$ cat src/rtl/core/lmbg_pkg.sv
// Package for the LED matrix bar-graph scanner.
// Holds the beat types, command codes and level conversion constants.
// No dependencies.
package lmbg_pkg;

  localparam int unsigned AdcW   = 12;
  localparam int unsigned NumW   = 23;
  localparam int unsigned LevelW = 7;
  localparam int unsigned ColW   = 3;
  localparam int unsigned ByteW  = 8;

  localparam logic [NumW-1:0]   LVL_GAIN   = NumW'(1760);
  localparam logic [NumW-1:0]   LVL_OFFSET = NumW'(3276000);
  localparam logic [NumW-1:0]   LVL_SAT    = NumW'(64 * 4095);
  localparam logic [LevelW-1:0] LVL_MAX    = LevelW'(64);

  typedef enum logic {
    CMD_SAMPLE  = 1'b0,
    CMD_REFRESH = 1'b1
  } cmd_e;

  typedef struct packed {
    logic            cmd;
    logic [AdcW-1:0] adc_sample;
  } in_item_t;

  typedef struct packed {
    logic column_bit;
    logic row_bit;
    logic latch;
  } out_item_t;

  typedef struct packed {
    logic             valid;
    logic [ByteW-1:0] col_byte;
    logic [ByteW-1:0] row_byte;
  } ser_load_t;

  typedef struct packed {
    logic busy;
    logic can_load;
  } ser_status_t;

  function automatic logic [ByteW-1:0] row_byte_f(logic [LevelW-1:0] level,
                                                   logic [ColW-1:0] col);
    logic signed [ByteW:0] leds;
    logic [ByteW-1:0]      res;
    leds = $signed({2'b00, level}) - $signed({3'b000, col, 3'b000});
    if (leds <= 0) begin
      res = '0;
    end else if (leds >= 8) begin
      res = '1;
    end else begin
      res = {ByteW{1'b1}} << (4'd8 - 4'(leds[3:0]));
    end
    return res;
  endfunction

endpackage

$ cat src/rtl/core/lmbg_in_stage.sv
// Input register stage of the scanner: holds one beat and the scaled ADC product.
// Depends on lmbg_pkg.
module lmbg_in_stage (
  input  logic                    clk_i,
  input  logic                    rst_ni,
  input  logic                    in_valid_i,
  output logic                    in_ready_o,
  input  lmbg_pkg::in_item_t      in_data_i,
  input  logic                    consume_i,
  output logic                    stage_valid_o,
  output logic                    stage_cmd_o,
  output logic [lmbg_pkg::NumW-1:0] stage_num_o
);
  import lmbg_pkg::*;

  logic            valid_q, valid_d;
  logic            cmd_q;
  logic [NumW-1:0] num_q;
  logic            take;

  assign in_ready_o = !valid_q || consume_i;
  assign take       = in_valid_i && in_ready_o;
  assign valid_d    = take || (valid_q && !consume_i);

  always_ff @(posedge clk_i or negedge rst_ni) begin
    if (!rst_ni) begin
      valid_q <= 1'b0;
    end else begin
      valid_q <= valid_d;
    end
  end

  always_ff @(posedge clk_i) begin
    if (take) begin
      cmd_q <= in_data_i.cmd;
      num_q <= NumW'(in_data_i.adc_sample) * LVL_GAIN;
    end
  end

  assign stage_valid_o = valid_q;
  assign stage_cmd_o   = cmd_q;
  assign stage_num_o   = num_q;

endmodule

$ cat src/rtl/core/lmbg_level.sv
// Bar level conversion: floor((num - offset) / 4095) clamped to 0..64.
// Depends on lmbg_pkg.
module lmbg_level (
  input  logic [lmbg_pkg::NumW-1:0]   num_i,
  output logic [lmbg_pkg::LevelW-1:0] level_o
);
  import lmbg_pkg::*;

  logic [NumW-1:0] diff;
  logic [17:0]     d;
  logic [18:0]     sum;

  assign diff = num_i - LVL_OFFSET;
  assign d    = diff[17:0];
  assign sum  = 19'(d) + 19'(d >> 12) + 19'd1;

  always_comb begin
    if (num_i <= LVL_OFFSET) begin
      level_o = '0;
    end else if (diff >= LVL_SAT) begin
      level_o = LVL_MAX;
    end else begin
      level_o = sum[18:12];
    end
  end

endmodule

$ cat src/rtl/core/lmbg_serializer.sv
// Column serializer: shifts the column and row bytes out MSB first, latch on bit 8.
// Depends on lmbg_pkg.
module lmbg_serializer (
  input  logic                  clk_i,
  input  logic                  rst_ni,
  input  lmbg_pkg::ser_load_t   load_i,
  output lmbg_pkg::ser_status_t status_o,
  output logic                  out_valid_o,
  input  logic                  out_ready_i,
  output lmbg_pkg::out_item_t   out_data_o
);
  import lmbg_pkg::*;

  logic             busy_q, busy_d;
  logic [ColW-1:0]  cnt_q, cnt_d;
  logic [ByteW-1:0] col_q, row_q;
  logic             last;
  logic             beat;

  assign last = &cnt_q;
  assign beat = busy_q && out_ready_i;

  assign status_o.busy     = busy_q;
  assign status_o.can_load = !busy_q || (beat && last);

  always_comb begin
    busy_d = busy_q;
    cnt_d  = cnt_q;
    if (beat) begin
      cnt_d = cnt_q + 1'b1;
      if (last) begin
        busy_d = 1'b0;
      end
    end
    if (load_i.valid) begin
      busy_d = 1'b1;
      cnt_d  = '0;
    end
  end

  always_ff @(posedge clk_i or negedge rst_ni) begin
    if (!rst_ni) begin
      busy_q <= 1'b0;
      cnt_q  <= '0;
    end else begin
      busy_q <= busy_d;
      cnt_q  <= cnt_d;
    end
  end

  always_ff @(posedge clk_i) begin
    if (load_i.valid) begin
      col_q <= load_i.col_byte;
      row_q <= load_i.row_byte;
    end else if (beat) begin
      col_q <= col_q << 1;
      row_q <= row_q << 1;
    end
  end

  assign out_valid_o           = busy_q;
  assign out_data_o.column_bit = col_q[ByteW-1];
  assign out_data_o.row_bit    = row_q[ByteW-1];
  assign out_data_o.latch      = last;

endmodule

$ cat src/rtl/core/led_matrix_bar_graph_scanner_core.sv
// LED matrix bar-graph scanner, top level.
// Uses lmbg_pkg, lmbg_in_stage, lmbg_level and lmbg_serializer.
//
// Input channel (in_valid_i/in_ready_o/in_data_i): a sample beat (cmd 0)
// sets the stored bar level from a 12-bit ADC count; a refresh beat (cmd 1)
// scans the next matrix column.
// Output channel (out_valid_o/out_ready_i/out_data_o): a refresh yields
// eight beats, MSB first, pairing a column-select bit with a row bit; the
// eighth carries latch. The column counter advances modulo 8 when a
// refresh loads the serializer. Each beat is held in the input register;
// a sample updates the level as it leaves it, a refresh loads the
// serializer and its first result appears in the cycle after the load.
// Throughput: one sample per cycle while no refresh waits in the input
// register. A refresh occupies the serializer for eight output beats; the
// next one can load as the last beat is taken. Samples pass while a column
// is shifting. Reset clears the bar level (all LEDs off), the column
// counter and all valid state. On a receiver stall the current beat holds,
// a refresh fills the one-entry input register and in_ready_o drops.
module led_matrix_bar_graph_scanner_core (
  input  logic                clk_i,
  input  logic                rst_ni,
  input  logic                in_valid_i,
  output logic                in_ready_o,
  input  lmbg_pkg::in_item_t  in_data_i,
  output logic                out_valid_o,
  input  logic                out_ready_i,
  output lmbg_pkg::out_item_t out_data_o
);
  import lmbg_pkg::*;

  logic              stage_valid;
  logic              stage_cmd;
  logic [NumW-1:0]   stage_num;
  logic              consume;
  logic              is_refresh;
  logic [LevelW-1:0] new_level;
  logic [LevelW-1:0] level_q;
  logic [ColW-1:0]   col_q;
  ser_load_t         load;
  ser_status_t       ser_status;

  lmbg_in_stage u_in_stage (
    .clk_i         (clk_i),
    .rst_ni        (rst_ni),
    .in_valid_i    (in_valid_i),
    .in_ready_o    (in_ready_o),
    .in_data_i     (in_data_i),
    .consume_i     (consume),
    .stage_valid_o (stage_valid),
    .stage_cmd_o   (stage_cmd),
    .stage_num_o   (stage_num)
  );

  lmbg_level u_level (
    .num_i   (stage_num),
    .level_o (new_level)
  );

  assign is_refresh = (stage_cmd == CMD_REFRESH);
  assign consume    = stage_valid && (!is_refresh || ser_status.can_load);

  assign load.valid    = consume && is_refresh;
  assign load.col_byte = ByteW'(1) << col_q;
  assign load.row_byte = row_byte_f(level_q, col_q);

  always_ff @(posedge clk_i or negedge rst_ni) begin
    if (!rst_ni) begin
      level_q <= '0;
      col_q   <= '0;
    end else if (consume) begin
      if (is_refresh) begin
        col_q <= col_q + 1'b1;
      end else begin
        level_q <= new_level;
      end
    end
  end

  lmbg_serializer u_serializer (
    .clk_i       (clk_i),
    .rst_ni      (rst_ni),
    .load_i      (load),
    .status_o    (ser_status),
    .out_valid_o (out_valid_o),
    .out_ready_i (out_ready_i),
    .out_data_o  (out_data_o)
  );

endmodule

$ cat config.mk
export PLATFORM = sky130hd
export DESIGN_NAME = led_matrix_bar_graph_scanner_core
export DESIGN_NICKNAME = d
export VERILOG_FILES = /design/src/rtl/core/lmbg_pkg.sv /design/src/rtl/core/lmbg_in_stage.sv /design/src/rtl/core/lmbg_level.sv /design/src/rtl/core/lmbg_serializer.sv /design/src/rtl/core/led_matrix_bar_graph_scanner_core.sv
export SDC_FILE = /design/constraint.sdc
export NUM_CORES = 1
export LEC_CHECK = 0
export BUFFER_PORTS_ARGS = -buffer_cell sky130_fd_sc_hd__buf_4
export CORE_AREA = 5 5 87 89
export DETAILED_ROUTE_END_ITERATION = 10
export DIE_AREA = 0 0 92 94
export GPL_TIMING_DRIVEN = 0
export PLACE_DENSITY = 0.91
export SYNTH_ARGS = -nofsm -noshare
export SYNTH_HDL_FRONTEND = slang
export SYNTH_SLANG_ARGS = --single-unit
$ cat constraint.sdc
create_clock -name clk_i -period 6.6 [get_ports clk_i]
set_input_delay 0 -clock clk_i [delete_from_list [all_inputs] [get_ports clk_i]]
set_output_delay 0 -clock clk_i [all_outputs]
set_load 0.005 [all_outputs]
==> summary.txt, run 1 <==
Final layout
  • Area growth syn-to-layout: 8.92%
  • Filler cells: 449
  • Commonest non-fill, non-tap cell in the layout: inv_1
  • Layout cells sized above 1: 0.0845
  • Commonest non-fill, non-tap cells in the layout: inv_1, ha_1, nand2_1
  • Layout Cells excl Fill: 565
  • Post-layout util: 0.725
  • Layout Nets: 585
  • Ant diodes: 0

Global routing
  • Overflow after GRT: 0
  • First-pass GRT wire length: 15200 um
  • Initial antenna violation count: 0
  • Vias in the first global route: 3434
  • Largest net degree at the start of global routing: 20
  • Gr usage total: 0.217

Timing
  • RSZ-0062 raised after global routing: no
  • Final max-slew violation count: 0
  • Slew of the pin with the lowest slew margin: 0.897 ns
  • Minimum clock period: 3.54 ns
  • Setup violations, final: 0
  • Max Clock Skew: 0.0176 ns
  • Slew HR: 0.399
  • Setup_tns: 0 ns
  • Final hold vios: 0
  • Fmax: 282 MHz
  • PnR worst setup slack: 3.06 ns
  • Fin crit share: 0.537

Clock network
  • Clock Path Buffers: 2
  • Worst-path clk slew: 0.09 ns
  • Resized Gates After CTS: 0
  • CTS HTree Levels: 2
  • Hold Buf Count CTS: 5
  • Clock root buffer: clkbuf_8
  • Setup Fix Bufs, Post-CTS: 0
  • Clock latency on the worst-skew pair: 0.31 ns
  • Cts bufs inserted: 5
  • Clock sink count: 50
  • CTS tree: yes

Floorplanning
  • Core area: 0.00668 mm2
  • Initial core utilization: 0.666
  • Cell Rows: 30
  • Top Ports: 22
  • Die boundary width: 92 um
  • Die area: 0.00865 mm2
  • Die Span Y: 94 um

Placed design
  • Pre-CTS setup slack: 2.91 ns
  • IO buf count: 21
  • Dpl cells: 552
  • DP HPWL: 6900 um
  • Gpl congestion: 0.897

Critical path
  • Crit path max-delay cell type: dlygate4sd3_1
  • Critical Path Sink Type: flip-flop
  • Critical path, cell by cell: dlygate4sd3_1 -> buf_4 -> ha_1 -> inv_1 -> fa_1 -> fa_1 -> inv_1 -> ha_1 -> o21ai_0 -> o21ai_0 -> a31oi_1 -> a211oi_1 -> a21o_1 -> a21oi_1 -> xnor2_1
  • Worst Setup Start Kind: input port
  • Req. time, crit path: 6.67 ns
  • Data arrival time of the worst path: 3.61 ns
  • CP peak stage delay: 0.54 ns
  • CP Max Fanout: 4
  • Critical path start-end classification: input port to flip-flop

Yosys
  • Synth Flop Type: edfxtp_1
  • EDFF count, synth: 35
  • Syn Area/Cell: 9.86 um2
  • Register area share after synthesis: 0.321
  • Post-synth ARST share: 0.300
  • Synthesized flop and latch total: 50
  • Synthesized Nets: 552
  • Count of different cell masters after synthesis: 52
  • Synthesized area: 0.00445 mm2
  • Yosys warns: 0
  • Syn Inst Count: 451

Power and ir drop
  • Worst IR drop on VDD: 0.000198 V
  • Pint: 0.000964 W
  • PwrDens: 342 mW/mm2
  • Sw power: 0.000691 W
  • Switching share of power: 0.418
  • Clock power frac: 0.108
  • Leak: 2.24 nW
  • Reg power frac: 0.341
  • Comb pwr share: 0.552

Job
  • Total of max-cap violations: 0

Detailed routing
  • Via/cell ratio: 5.80
  • Router iterations before antenna repair: 4
  • 1st-iter DRT viols: 174
  • Antenna Nets Post-Route: 0
  • Per-cell routed wire length: 14.8 um
  • Routed vias: 3279
  • # DRC: 0
  • Routed WL: 8370 um

Run status
  • Run status: complete, no violations

Hold path
  • Hold crit path type: input port to flip-flop
area by class of cell:
cell class	count	area, um2	area share
Multi-Input combinational cell	324	2720	0.561
Sequential cell	50	1430	0.294
Inverter	70	263	0.0542
Timing Repair Buffer	26	208	0.0429
Tap cell	80	100	0.0207
Clock buffer	6	72.6	0.0150
Buffer	7	45.0	0.00930
Clock inverter	2	13.8	0.00284
synthesized netlist by cell type, types with 4 or more instances:
library cell  number  share of area
ha_1              55           0.15
o31ai_1            6          0.010
nor2_1            19          0.016
dfrtp_1           15          0.084
a21o_1             5         0.0084
nand2_1           50          0.042
nand2b_1           4         0.0056
nand3_1           10          0.011
nor2b_1            7         0.0098
xnor2_1           17          0.033
a22o_1             4         0.0079
a31oi_1            6         0.0084
fa_1              29           0.13
edfxtp_1          35           0.24
xor2_1             8          0.016
a21oi_1           17          0.019
and3_1             5         0.0070
inv_1             70          0.059
o21ai_0           17          0.019
nor3_1            13          0.015
nand4_1            6         0.0084
cells by family after synthesis:
family	after synthesis	share of synthesized area
compound gates	84	0.130
xor+xnor	25	0.0492
fa+ha+maj	84	0.285
buf+inv	77	0.0692
flops	50	0.321
mux	1	0.00225
simple gates	130	0.144
power by group through the flow:
| stage | Clock, W | Combinational [W] | Sequential, W |
|---|---|---|---|
| after floorplan | 0 | 0.000712 | 0.000546 |
| after global placement | 0 | 0.000838 | 0.000559 |
| after detailed placement | 0 | 0.000900 | 0.000570 |
| after CTS | 0.000182 | 0.000910 | 0.000562 |
| after global routing | 0.000202 | 0.00104 | 0.000576 |
| final | 0.000178 | 0.000913 | 0.000564 |
path summary, 6_finish.rpt:
check	from	end	slack [ns]	depth (start not counted)
worst min-delay path	in_data_i[1]	u_in_stage.stage_num_o[6]	0.09	2
min in group asynchronous	rst_ni	col_q[2]	0.13	2
worst min register to register	level_q[1]	level_q[1]	0.53	2
max in group asynchronous	rst_ni	level_q[0]	6.27	2
worst max register to register	u_in_stage.stage_num_o[5]	level_q[0]	3.44	8
worst max-delay path	in_data_i[0]	u_in_stage.stage_num_o[21]	3.06	15
registers in the layout, indices dropped and copies added (netlist names):
signal / count
u_in_stage.stage_num_o: 18
u_serializer.row_q: 8
u_serializer.col_q: 8
level_q: 7
u_in_stage.stage_valid_o: 1
col_q: 3
u_serializer.cnt_q: 3
u_serializer.out_valid_o: 1
u_in_stage.stage_cmd_o: 1
metrics by stage:
step	instance area (um2)	power (W)	hold slack, ns
4_1_cts	4840	0.00165	0.0767
6_report	4840	0.00165	0.0903
3_3_place_gp	4710	0.00140	-0.141
5_1_grt	4840	0.00182	0.0884
3_5_place_dp	4710	0.00147	-0.137
2_1_floorplan	4450	0.00126	-0.296
worst max-delay path, delay by kind of cell:
kind / cells / cell delay (ns)
adders and majority gates: 4 / 1.52
AOI/OAI and AO/OA: 6 / 1.14
buffers and inverters: 4 / 0.82
xor gates and xnor gates: 1 / 0.12
metal layers:
metal  wire (um)  track usage  up-vias
met2        4810        0.433       73
met4         196       0.0755        0
met1        3190        0.238     1554
met5           0            0        -
met3         177       0.0208       20
li1            -            -     1632
(Power assumes the default switching activity.)
==> inputs of run 2 (changes only) <==
--- a/config.mk
+++ b/config.mk
@@ -5,12 +5,13 @@
 export SDC_FILE = /design/constraint.sdc
 export NUM_CORES = 1
 export LEC_CHECK = 0
+export ABC_AREA = 1
 export BUFFER_PORTS_ARGS = -buffer_cell sky130_fd_sc_hd__buf_4
-export CORE_AREA = 5 5 87 89
+export CORE_AREA = 5 5 98 100
 export DETAILED_ROUTE_END_ITERATION = 10
-export DIE_AREA = 0 0 92 94
+export DIE_AREA = 0 0 103 105
 export GPL_TIMING_DRIVEN = 0
-export PLACE_DENSITY = 0.91
+export PLACE_DENSITY = 0.81
 export SYNTH_ARGS = -nofsm -noshare
 export SYNTH_HDL_FRONTEND = slang
 export SYNTH_SLANG_ARGS = --single-unit
==> constraint.sdc (replaced) <==
create_clock -name clk_i -period 3.1 [get_ports clk_i]
set_input_delay 0 -clock clk_i [delete_from_list [all_inputs] [get_ports clk_i]]
set_output_delay 0 -clock clk_i [all_outputs]
set_load 0.005 [all_outputs]
==> run 2 against run 1 <==
Effect of this change: critical path depth shrank 1; design area is 7.7% higher; clock power rose to 2.5 times the previous value; register-to-register slack got worse by 3.0 ns; clock skew down 0.0013 ns; global-route usage is 4.6 points lower; sequential power grew 110%; count of clock-buffer cells in the layout stayed put; non-clock buffer count shrank 1; die area grew 25%; area after synthesis increased by 6.6%; critical endpoint is now u_in_stage.stage_num_o[22].
==> summary.txt, run 2 <==
Run status
  • Run status: complete, no violations (unchanged)

Yosys
  • Yosys warns: 0 (unchanged)
  • Synthesized flop and latch total: 50 (unchanged)
  • Synthesized Nets: 668 (was 552)
  • Post-synth ARST share: 0.300 (unchanged)
  • Synth Area in Adders: 0.268 (was 0.285)
  • Yosys top cell by area: edfxtp_1 (unchanged)
  • Count of different cell masters after synthesis: 38 (was 52)
  • Register area share after synthesis: 0.301 (was 0.321)
  • Post-Synth Simple-Gate Area: 0.248 (was 0.144)
  • EDFF count, synth: 35 (unchanged)
  • Syn Area/Cell: 8.36 um2 (was 9.86 um2)
  • Multiplexer share of the synthesized area: 0 (was 0.00225)
  • Synth top area share: 0.222 (was 0.236)
  • Most frequent cell after synthesis: nand2_1 (was inv_1)
  • Top cells by instance count after synthesis: nand2_1, inv_1, ha_1 (was inv_1, ha_1, nand2_1)
  • Synth area leaders: edfxtp_1, ha_1, fa_1 (unchanged)
  • Largest family of logic cells by synthesized area: adder cells (unchanged)
  • Syn Inst Count: 567 (was 451)
  • Compound-Gate Fraction of Synth Area: 0.0533 (was 0.130)
  • Xor/xnor cell area share of the yosys netlist: 0.0314 (was 0.0492)
  • Synthesized area: 0.00474 mm2 (was 0.00445 mm2)
  • Synth Flop Type: edfxtp_1 (unchanged)

Clock network
  • Clock Path Buffers: 2 (unchanged)
  • Clock sink count: 50 (unchanged)
  • CTS tree: yes (unchanged)
  • Worst-path clk slew: 0.11 ns (was 0.09 ns)
  • Clock root buffer: clkbuf_8 (unchanged)
  • Clock latency on the worst-skew pair: 0.31 ns (about the same)
  • CTS HTree Levels: 2 (unchanged)
  • Cts bufs inserted: 5 (unchanged)
  • Setup Fix Bufs, Post-CTS: 0 (unchanged)

Timing
  • Slew of the pin with the lowest slew margin: 0.941 ns (was 0.897 ns)
  • Setup violations, final: 0 (unchanged)
  • Fmax: 333 MHz
  • Minimum clock period: 3.00 ns
  • Fin crit share: 0.968
  • Final max-slew violation count: 0 (unchanged)
  • PnR worst setup slack: 0.0987 ns (was 3.06 ns)
  • Final hold vios: 0 (unchanged)
  • Setup_tns: 0 ns (unchanged)
  • Slew HR: 0.372 (was 0.399)
  • Max Clock Skew: 0.0162 ns (was 0.0176 ns)
  • RSZ-0062 raised after global routing: yes (was no)

Critical path
  • Worst Setup Start Kind: input port (unchanged)
  • Data arrival time of the worst path: 3.06 ns (was 3.61 ns)
  • Req. time, crit path: 3.16 ns (was 6.67 ns)
  • Critical Path Sink Type: flip-flop (unchanged)
  • CP Max Fanout: 5 (was 4)
  • Critical path start-end classification: input port to flip-flop (unchanged)

Final layout
  • Post-layout util: 0.607 (was 0.725)
  • Layout Nets: 701 (was 585)
  • Ant diodes: 0 (unchanged)
  • Area growth syn-to-layout: 10.1% (was 8.92%)
  • Commonest non-fill, non-tap cell in the layout: nand2_1 (was inv_1)
  • Layout cells sized above 1: 0.116 (was 0.0845)
  • Max reg flops: 18 (unchanged)
  • Commonest non-fill, non-tap cells in the layout: nand2_1, inv_1, ha_1 (was inv_1, ha_1, nand2_1)

Floorplanning
  • Die boundary width: 103 um (was 92 um)
  • Core area: 0.00859 mm2 (was 0.00668 mm2)
  • Die area: 0.0108 mm2 (was 0.00865 mm2)
  • Initial core utilization: 0.552 (was 0.666)
  • Top Ports: 22 (unchanged)
  • Die Span Y: 105 um (was 94 um)
  • Cell Rows: 34 (was 30)

Detailed routing
  • # DRC: 0 (unchanged)
  • Router iterations before antenna repair: 4 (unchanged)
  • Routed vias: 3590 (was 3279)
  • Via/cell ratio: 5.06 (was 5.80)
  • Per-cell routed wire length: 12.3 um (was 14.8 um)
  • 1st-iter DRT viols: 169 (was 174)
  • Antenna Nets Post-Route: 0 (unchanged)
  • Routed WL: 8690 um (was 8370 um)

Global routing
  • Gr usage total: 0.172 (was 0.217)
  • Initial antenna violation count: 0 (unchanged)
  • First-pass GRT wire length: 15200 um (about the same)
  • Vias in the first global route: 3674 (was 3434)
  • Largest net degree at the start of global routing: 20 (unchanged)
  • Overflow after GRT: 0 (unchanged)

Placed design
  • DP HPWL: 7190 um (was 6900 um)
  • Gpl congestion: 0.908 (was 0.897)
  • IO buf count: 21 (unchanged)
  • Pre-CTS setup slack: -0.361 ns (was 2.91 ns)

Power and ir drop
  • PwrDens: 718 mW/mm2 (was 342 mW/mm2)
  • Leak: 2.68 nW (was 2.24 nW)
  • Worst IR drop on VDD: 0.000357 V (was 0.000198 V)
  • Tot Pwr: 0.00375 W (was 0.00165 W)

Job
  • Total of max-cap violations: 0 (unchanged)

Hold path
  • Hold crit path type: input port to async pin (was input port to flip-flop)
[run 2: logic make-up after synthesis]
group	Yosys count
xor+xnor	17
flops	50
buf+inv	122
fa+ha+maj	84
compound gates	43
simple gates	251
[run 2: cell type report]
cell class                      instances  area, um2
Clock buffer                            6       93.8
Clock inverter                          2       17.5
Buffer                                  6       33.8
Inverter                              116        437
Multi-Input combinational cell        395       2870
Timing Repair Buffer                   26        208
Tap cell                              108        135
Fill cell                             733       3370
Sequential cell                        50       1430
[run 2: routing by layer]
metal	vias up	share of wire	GRT usage	wire length, um
li1	1851	-	-	-
met1	1678	0.44	0.205	3810
met2	48	0.52	0.321	4560
met3	13	0.021	0.0160	186
met4	0	0.016	0.0472	142
met5	-	0	0	0
[run 2: power by group]
group          internal, W  total [W]  switching, W
registers          0.00103    0.00117      0.000145
clock network     0.000214   0.000450      0.000236
logic             0.000817    0.00213       0.00131
total              0.00206    0.00375       0.00169
[run 2: repair_timing]
action                                  in CTS  in global routing
endpoints found under the hold margin       19                  0
gates cloned                                 0                  0
endpoints found under the setup margin       3                  4
resized for setup                            2                  6
hold buffers                                 5                  0
[run 2: final timing paths]
kind / start / endpoint / slack, ns / cells after the start
max in group asynchronous: rst_ni / level_q[0] / 2.85 / 2
worst max register to register: col_q[0] / u_serializer.row_q[5] / 0.43 / 12
worst min-delay path: rst_ni / level_q[5] / 0.07 / 2
min in group clk_i: in_data_i[1] / u_in_stage.stage_num_o[6] / 0.10 / 2
worst max-delay path: in_data_i[4] / u_in_stage.stage_num_o[22] / 0.1 / 14
worst min register to register: level_q[3] / level_q[3] / 0.50 / 2
[run 2: through the flow]
| stage | instance area (um2) | instances | hold slack (ns) |
|---|---|---|---|
| floorplan | 4740 | 567 | -0.296 |
| global placement | 5030 | 696 | -0.139 |
| detailed placement | 5040 | 696 | -0.129 |
| CTS | 5200 | 709 | 0.0635 |
| global route | 5220 | 709 | 0.0897 |
| finish | 5220 | 709 | 0.0677 |
[run 2: worst max-delay path, cell delays in order]
cell and delay (ns):
buf_4 0.15, fa_1 0.53, inv_1 0.06, fa_1 0.48, fa_1 0.55, inv_1 0.04, ha_1 0.35, a21oi_1 0.16
nand2_1 0.14, nand3_1 0.14, o2111ai_2 0.16, nand3_1 0.10, nand2_1 0.06, xor2_1 0.14
==> inputs of run 3 (changes only) <==
--- a/config.mk
+++ b/config.mk
@@ -7,11 +7,11 @@
 export LEC_CHECK = 0
 export ABC_AREA = 1
 export BUFFER_PORTS_ARGS = -buffer_cell sky130_fd_sc_hd__buf_4
-export CORE_AREA = 5 5 98 100
+export CORE_AREA = 5 5 105 107
 export DETAILED_ROUTE_END_ITERATION = 10
-export DIE_AREA = 0 0 103 105
+export DIE_AREA = 0 0 110 112
 export GPL_TIMING_DRIVEN = 0
-export PLACE_DENSITY = 0.81
+export PLACE_DENSITY = 0.72
 export SYNTH_ARGS = -nofsm -noshare
 export SYNTH_HDL_FRONTEND = slang
 export SYNTH_SLANG_ARGS = --single-unit
==> run 3 against run 2 <==
Effect of this change: core utilization shrank 8.8 points; register-to-register slack better by 0.05 ns; worst hold slack improved by 0.0041 ns; critical path depth unchanged; design area about the same; sequential power is essentially flat; critical endpoint is now u_in_stage.stage_num_o[21]; largest power group unchanged.
==> summary.txt, run 3 (same netlist as run 2, synthesis figures left out) <==
Run status
  • Run status: complete, no violations (unchanged)

Power and ir drop
  • Reg power frac: 0.322 (was 0.313)
  • Sw power: 0.00164 W (was 0.00169 W)
  • Comb pwr share: 0.574 (was 0.567)
  • Clock power frac: 0.105 (was 0.120)
  • Leak: 2.67 nW (was 2.68 nW)
  • PwrDens: 697 mW/mm2 (was 718 mW/mm2)
  • Pint: 0.00200 W (was 0.00206 W)
  • Worst IR drop on VDD: 0.000287 V (was 0.000357 V)
  • Switching share of power: 0.451 (about the same)

Final layout
  • Ant diodes: 0 (unchanged)
  • Layout Cells excl Fill: 737 (was 709)
  • FF+latch area: 0.00143 mm2 (unchanged)
  • Max reg flops: 18 (unchanged)
  • Layout cells sized above 1: 0.110 (was 0.116)
  • Filler cells: 951 (was 733)
  • Area growth syn-to-layout: 10.1% (about the same)
  • Multi-input gate area in the final layout: 0.00286 mm2 (was 0.00287 mm2)
  • Commonest non-fill, non-tap cell in the layout: nand2_1 (unchanged)
  • Final instance area: 0.00522 mm2 (about the same)
  • Commonest non-fill, non-tap cells in the layout: nand2_1, inv_1, ha_1 (unchanged)
  • Layout Nets: 701 (unchanged)

Timing
  • Final hold vios: 0 (unchanged)
  • Minimum clock period: 2.99 ns (was 3.00 ns)
  • Fmax: 334 MHz (was 333 MHz)
  • Slew of the pin with the lowest slew margin: 0.925 ns (was 0.941 ns)
  • Fin crit share: 0.965 (was 0.968)
  • Setup violations, final: 0 (unchanged)
  • Final hold slack: 0.0718 ns (was 0.0677 ns)
  • Final max-slew violation count: 0 (unchanged)
  • Max Clock Skew: 0.0113 ns (was 0.0162 ns)
  • Setup_tns: 0 ns (unchanged)
  • RSZ-0062 raised after global routing: no (was yes)
  • Slew HR: 0.382 (was 0.372)

Critical path
  • R2R depth: 12 (unchanged)
  • CP peak stage delay: 0.54 ns (was 0.55 ns)
  • Crit path from: in_data_i[5] (was in_data_i[4])
  • Critical path start-end classification: input port to flip-flop (unchanged)
  • WP buf/inv: 3 (unchanged)
  • Critical path, cell by cell: buf_4 -> fa_1 -> fa_1 -> inv_1 -> fa_1 -> inv_1 -> ha_1 -> a21oi_1 -> o21ai_0 -> a21oi_1 -> o21ai_1 -> nand4_1 -> nand2_1 -> xor2_1 (was buf_4 -> fa_1 -> inv_1 -> fa_1 -> fa_1 -> inv_1 -> ha_1 -> a21oi_1 -> nand2_1 -> nand3_1 -> o2111ai_2 -> nand3_1 -> nand2_1 -> xor2_1)
  • Worst Setup Start Kind: input port (unchanged)
  • Worst Setup EP: u_in_stage.stage_num_o[21] (was u_in_stage.stage_num_o[22])
  • Crit path depth: 14 (unchanged)
  • Launching point of the worst reg2reg path: col_q[0] (unchanged)
  • Worst path most repeated cell: fa_1 (unchanged)
  • Crit-path leading delay family: adder cells (unchanged)
  • CP Max Fanout: 5 (unchanged)
  • Data arrival time of the worst path: 3.06 ns (about the same)
  • R2R setup slack: 0.48 ns (was 0.43 ns)
  • Req. time, crit path: 3.16 ns (about the same)
  • Critical Path Sink Type: flip-flop (unchanged)
  • Worst reg2reg path endpoint: u_serializer.row_q[6] (was u_serializer.row_q[5])
  • Crit path max-delay cell type: fa_1 (unchanged)

Clock network
  • Setup Fix Bufs, Post-CTS: 0 (unchanged)
  • Worst-path clk slew: 0.10 ns (was 0.11 ns)
  • CTS tree: yes (unchanged)
  • Clock sink count: 50 (unchanged)
  • Cts bufs inserted: 5 (unchanged)
  • Clock root buffer: clkbuf_8 (unchanged)
  • Clock latency on the worst-skew pair: 0.31 ns (about the same)
  • CTS HTree Levels: 2 (unchanged)
  • Clock Path Buffers: 2 (unchanged)

Floorplanning
  • Core area: 0.0100 mm2 (was 0.00859 mm2)
  • Die Span Y: 112 um (was 105 um)
  • Die boundary width: 110 um (was 103 um)
  • Die area: 0.0123 mm2 (was 0.0108 mm2)
  • Cell Rows: 37 (was 34)
  • Top Ports: 22 (unchanged)
  • Initial core utilization: 0.472 (was 0.552)

Global routing
  • Initial antenna violation count: 0 (unchanged)
  • Gr usage total: 0.150 (was 0.172)
  • Largest net degree at the start of global routing: 20 (unchanged)
  • Overflow after GRT: 0 (unchanged)
  • Vias in the first global route: 3623 (was 3674)
  • First-pass GRT wire length: 15200 um (about the same)

Detailed routing
  • Routed WL: 8230 um (was 8690 um)
  • Routed vias: 3547 (was 3590)
  • Per-cell routed wire length: 11.2 um (was 12.3 um)
  • Via/cell ratio: 4.81 (was 5.06)
  • Antenna Nets Post-Route: 0 (unchanged)
  • Router iterations before antenna repair: 4 (unchanged)
  • 1st-iter DRT viols: 116 (was 169)
  • # DRC: 0 (unchanged)

Placed design
  • Placed cell areas: 0.00507 mm2 (was 0.00504 mm2)
  • DP HPWL: 6900 um (was 7190 um)
  • Dpl cells: 724 (was 696)
  • Gpl congestion: 0.921 (was 0.908)
  • IO buf count: 21 (unchanged)

Job
  • Total of max-cap violations: 0 (unchanged)

Hold path
  • Hold crit path type: input port to async pin (unchanged)
## run 3: cell count changes in the layout (fill, tap and decap cells not counted), sizes merged
cell    delta
clkinv     +1
inv        -1
## run 3: area by class of cell
cell class | instances | share of cell area
Tap cell | 136 | 0.0326
Sequential cell | 50 | 0.273
Clock inverter | 2 | 0.00264
Buffer | 6 | 0.00647
Timing Repair Buffer | 26 | 0.0398
Clock buffer | 6 | 0.0139
Multi-Input combinational cell | 395 | 0.547
Inverter | 116 | 0.0837
## run 3: repair_timing
action / CTS / global route
gates resized for setup: 0 / 5
hold buffers: 5 / 0
endpoints found under the setup margin: 0 / 5
endpoints found under the hold margin: 19 / 0
## run 3: layer usage
layer,part of all wire,vias to the layer above,track usage
li1,-,1859,-
met2,0.51,49,0.262
met1,0.44,1625,0.192
met5,0,-,0
met3,0.029,14,0.0162
met4,0.020,0,0.0474
## run 3: power by group through the flow
| stage | registers [W] | logic (W) | clock network (W) |
|---|---|---|---|
| floorplan | 0.00115 | 0.00165 | 0 |
| global placement | 0.00118 | 0.00198 | 0 |
| detailed placement | 0.00119 | 0.00207 | 0 |
| CTS | 0.00117 | 0.00208 | 0.000396 |
| global route | 0.00120 | 0.00242 | 0.000425 |
| finish | 0.00117 | 0.00209 | 0.000381 |
## run 3: worst min-delay path by stage
stage | endpoint | slack [ns] | cells past startpoint
floorplan | col_q[0] | -0.30 | 0
global placement | u_in_stage.stage_valid_o | -0.14 | 1
detailed placement | u_in_stage.stage_valid_o | -0.13 | 1
CTS | u_serializer.out_valid_o | 0.07 | 2
global route | u_serializer.cnt_q[1] | 0.09 | 2
finish | u_serializer.out_valid_o | 0.07 | 2
## run 3: through the flow
| step | utilization | total power (W) | setup slack, ns |
|---|---|---|---|
| 2_1_floorplan | - | 0.00280 | 0.0144 |
| 3_3_place_gp | 0.505 | 0.00315 | -0.277 |
| 3_5_place_dp | 0.505 | 0.00325 | -0.309 |
| 4_1_cts | 0.518 | 0.00365 | 0.0228 |
| 5_1_grt | 0.519 | 0.00405 | 0.00854 |
| 6_report | 0.519 | 0.00364 | 0.108 |
